## src/rtl/cbu_pkg.sv

```systemverilog
`timescale 1ns / 1ps
// ----------------------------------------------------------------------------
// cbu_pkg: shared types and constants of the packed canvas blitter
// Action, raster mode, status and CSR index codes, field widths, multiply request type.
// ----------------------------------------------------------------------------
package cbu_pkg;

   localparam int STORE_BYTES_DEF = 65536;
   localparam int WORD_BITS_DEF   = 32;

   // bit address: (1024*1023 + 1023) * 32 fits in 25 bits
   localparam int POS_W  = 26;
   // bits left in one run: up to 1024 pixels * 32 bits
   localparam int LEFT_W = 17;
   // run size in bits: up to 32 at the default word
   localparam int NB_W   = 7;

   localparam int MAC_A_W = 22;
   localparam int MAC_C_W = 10;
   localparam int MAC_B_W = 11;

   localparam logic [1:0] ACT_WRITE = 2'd0;
   localparam logic [1:0] ACT_READ  = 2'd1;
   localparam logic [1:0] ACT_CLEAR = 2'd2;
   localparam logic [1:0] ACT_BLIT  = 2'd3;

   localparam logic [1:0] MODE_COPY = 2'd0;
   localparam logic [1:0] MODE_OR   = 2'd1;
   localparam logic [1:0] MODE_XOR  = 2'd2;
   localparam logic [1:0] MODE_AND  = 2'd3;

   localparam logic STATUS_OK    = 1'b0;
   localparam logic STATUS_RANGE = 1'b1;

   localparam logic [1:0] CSR_WIDTH  = 2'd0;
   localparam logic [1:0] CSR_HEIGHT = 2'd1;
   localparam logic [1:0] CSR_BPP    = 2'd2;

   // (a + c) * b
   typedef struct packed {
      logic [MAC_A_W-1:0] a;
      logic [MAC_C_W-1:0] c;
      logic [MAC_B_W-1:0] b;
   } mac_req_type;

endpackage

```

## src/rtl/cbu_mac.sv

```systemverilog
`timescale 1ns / 1ps
// ----------------------------------------------------------------------------
// cbu_mac: shared address multiplier
// Registered (a + c) * b, used for row offset, bit address and row length.
// ----------------------------------------------------------------------------
module cbu_mac (
   input  logic                      clock,
   input  cbu_pkg::mac_req_type      req,
   output logic [cbu_pkg::POS_W-1:0] prod_ff
);

   logic [cbu_pkg::MAC_A_W-1:0]                  sum;
   logic [cbu_pkg::MAC_A_W+cbu_pkg::MAC_B_W-1:0] prod_full;

   assign sum       = req.a + cbu_pkg::MAC_A_W'(req.c);
   assign prod_full = sum * req.b;

   always_ff @(posedge clock) begin
      prod_ff <= prod_full[cbu_pkg::POS_W-1:0];
   end

endmodule
```

## config.mk

```make
export PLATFORM = sky130hd
export DESIGN_NAME = cbu_mac
export DESIGN_NICKNAME = d
export VERILOG_FILES = /design/src/rtl/cbu_pkg.sv /design/src/rtl/cbu_mac.sv
export SDC_FILE = /design/constraint.sdc
export NUM_CORES = 1
export LEC_CHECK = 0
export ABC_AREA = 1
export BUFFER_PORTS_ARGS = -buffer_cell sky130_fd_sc_hd__clkbuf_2
export CAP_MARGIN = 20
export CORE_MARGIN = 4
export CORE_UTILIZATION = 30
export DETAILED_ROUTE_END_ITERATION = 8
export GPL_TIMING_DRIVEN = 0
export SETUP_SLACK_MARGIN = 0.4
export SLEW_MARGIN = 30
export SYNTH_ARGS = -nofsm -noshare
export SYNTH_HDL_FRONTEND = slang
export SYNTH_SLANG_ARGS = --single-unit
```

## constraint.sdc

```tcl
create_clock -name clock -period 7.55 [get_ports clock]
set_input_delay 0.755 -clock clock [delete_from_list [all_inputs] [get_ports clock]]
set_output_delay 0.755 -clock clock [all_outputs]
set_load 0.02 [all_outputs]
```

==> metrics.md <==
| Metric | Value |
|---|---|
| Status | `finished, final reports clean` |
| Final Hold Vio Count | `0` |
| Final Cycle Share | `90.7%` |
| MaxCap Viol Count | `0` |
| CP startpoint kind | `input port` |
| Xor/xnor share of the synthesized area | `3.78%` |
| Yosys cell types | `38` |
| TritonCTS clock tree | `built` |
| Vias in the first global route | `7201` |
| First-pass DRT Iterations | `5` |
| Largest register FFs | `26` |
| Area share of and/or/nand/nor cells after synthesis | `23.9%` |
| Htree depth | `1` |
| Largest net degree at the start of global routing | `16` |
| Initial Util | `30.8%` |
| Slew @ Worst Pin | `671 ps` |
| Core ar. | `26400 um2` |
| RePlAce Congestion | `0.903` |
| DRT antenna net count | `0` |
| P&R area growth vs syn | `12.5%` |
| Post-Synthesis Cells | `1072` |
| RSZ-0062 raised after global routing | `yes` |
| Total wire length | `21.4 mm` |
| Hold slack | `786 ps` |
| Largest reg by FF count | `prod_ff` |
| WL/cell | `14.4 um` |
| #FFs+latches synth | `26` |
| I/O Buffers | `68` |
| Reg clk slew, reported paths | `80 ps` |
| Die ar. | `29800 um2` |
| Number of diodes | `0` |
| Hold Path Cell Cnt | `3` |
| Worst Path Required | `7730 ps` |
| Max Slew Vio Count | `0` |
| First-pass GRT wire length | `36.0 mm` |
| # nets final | `1408` |
| Combinational family with the most area after synthesis | `adder cells` |
| Mux contribution to synthesized area | `0%` |
| Gr ovfl total | `0` |
| Biggest regs | `prod_ff x26` |
| Clock sink count | `26` |
| Detailed-route vias per instance | `4.62` |
| Crit path largest cell delay | `530 ps` |
| Kind of critical path | `input port to flip-flop` |
| Initial DRC Count | `332` |
| CTS buffer count | `3` |
| Arrival time worst endpoint | `7020 ps` |
| HP Class | `input port to flip-flop` |
| All-Layer GR Usage | `15.2%` |
| Die height | `172 um` |
| Post-route DRC | `0` |
| Slew margin rel. | `55.3%` |
| Worst Min Path Start | `req[0]` |
| Routed vias | `6837` |
| Root Driver | `clkbuf_16` |
| Clock period minus worst slack | `6850 ps` |
| Seq/Total Area, Yosys | `6.41%` |
| Ys Warns | `0` |
| Synth Area in Adders | `48.3%` |
| Place WS | `-89.5 ps` |
| CTS Buffer Depth | `2` |
| Slowest cell on the critical path | `fa_1` |
| CP startpoint | `req[11]` |
| Final setup viols | `0` |
| Setup ws final | `702 ps` |
| Hold-fix buffers at CTS | `0` |
| Initial antenna violation count | `0` |
| Die W | `172 um` |
| Synthesized area per cell | `7.57 um2` |
| Ports | `70` |
| Syn_nets | `1333` |
| Area of the mapped netlist | `8120 um2` |
| Compound-Gate Fraction of Synth Area | `4.08%` |
| Max Freq | `146 MHz` |
| Worst Path Max Fanout | `5` |
| Row count | `59` |
| HPWL after DPL | `18.6 mm` |
| CP Capture Type | `flip-flop` |
| Share of cells above drive strength 1 | `13.1%` |
[repair_timing]
item                       4_1_cts  5_1_grt
setup buffers                    0        2
resized for setup                3       18
setup endpoints to repair        3        8
[per-stage QoR]
stage | TNS (ps) | utilization [%] | cell area [um2] | std cells
after detailed placement | -159 | 33.7 | 8880 | 1475
after floorplan | 0 | - | 8120 | 1072
final | 0 | 34.7 | 9130 | 1481
after global placement | -382 | 33.7 | 8880 | 1475
after global routing | 0 | 34.7 | 9130 | 1481
after CTS | 0 | 34.2 | 9000 | 1479
[placed cells by master, fill, tap and decap left out, drive strengths merged]
master  synthesis  final
a21oi          31     31
a21boi          2      2
xor2           22     22
clkbuf         17     88
nor2          119    119
a31o            1      1
xnor2          13     13
o211a           1      1
bufinv          0      1
o21ai          16     16
a31oi           2      2
nand4           4      4
o311ai          1      1
o31ai           1      1
ha             56     56
or2             5      5
a21o            1      1
inv           274    274
nand2         270    270
nor3            4      4
fa            161    161
o21a            1      1
nor4            1      1
o21bai          1      1
nand3b          2      2
nand3          40     40
buf             0      2
dfxtp          26     26
[kinds of logic (layout without fill, tap and decap cells)]
kind of cell	Yosys count	count (layout)
AOI/OAI and AO/OA	58	58
xor gates and xnor gates	35	35
adders and majority gates	217	217
buffers and inverters	291	365
DFF	26	26
and+or+nand+nor	445	445
[layer usage]
metal	GRT usage (%)	vias up	part of all wire (%)
met5	0	-	0
met3	1.71	32	5.0
met4	3.45	0	2.4
met1	20.4	3368	43
li1	-	3266	-
met2	26.5	171	50
[cells in the mapped netlist, drive strengths merged]
library cell | instances | area [um2]
clkbuf | 17 | 63.8
nand3 | 40 | 260
o211a | 1 | 10.0
nor2 | 119 | 489
nand3b | 2 | 27.5
ha | 56 | 701
nor4 | 1 | 6.26
or2 | 5 | 31.3
nand4 | 4 | 25.0
a21oi | 31 | 163
o311ai | 1 | 8.76
a31oi | 2 | 12.5
inv | 274 | 1030
xor2 | 22 | 193
xnor2 | 13 | 114
dfxtp | 26 | 521
a21boi | 2 | 18.8
a31o | 1 | 8.76
fa | 161 | 3220
o31ai | 1 | 7.51
a21o | 1 | 7.51
o21a | 1 | 7.51
o21bai | 1 | 7.51
nor3 | 4 | 30.0
o21ai | 16 | 80.1
nand2 | 270 | 1070
[cell type report]
cell class	count	area, um2
fillers	2794	17200
flip-flops and latches	26	520
inverters	274	1030
well taps	335	419
clock buffers	3	75.1
plain buffers	17	63.8
clock inverters	1	30.0
repair buffers	70	355
multi-input cells	755	6640
[critical path, delay by kind of cell]
kind                     cells  cell delay, ps
adder cells (fa/ha/maj)      8            3440
AND/OR/NAND/NOR             14            1960
buffers and inverters        7             630
XOR/XNOR                     1             130
AO/OA/AOI/OAI                1             100
[final timing paths]
check	endpoint	slack (ps)
worst max-delay path	prod_ff[24]	700
worst min-delay path	prod_ff[0]	790
Power is left out: the tool's default activity adds up to more than one toggle a clock period on the data nets, which glitch-free logic cannot reach.
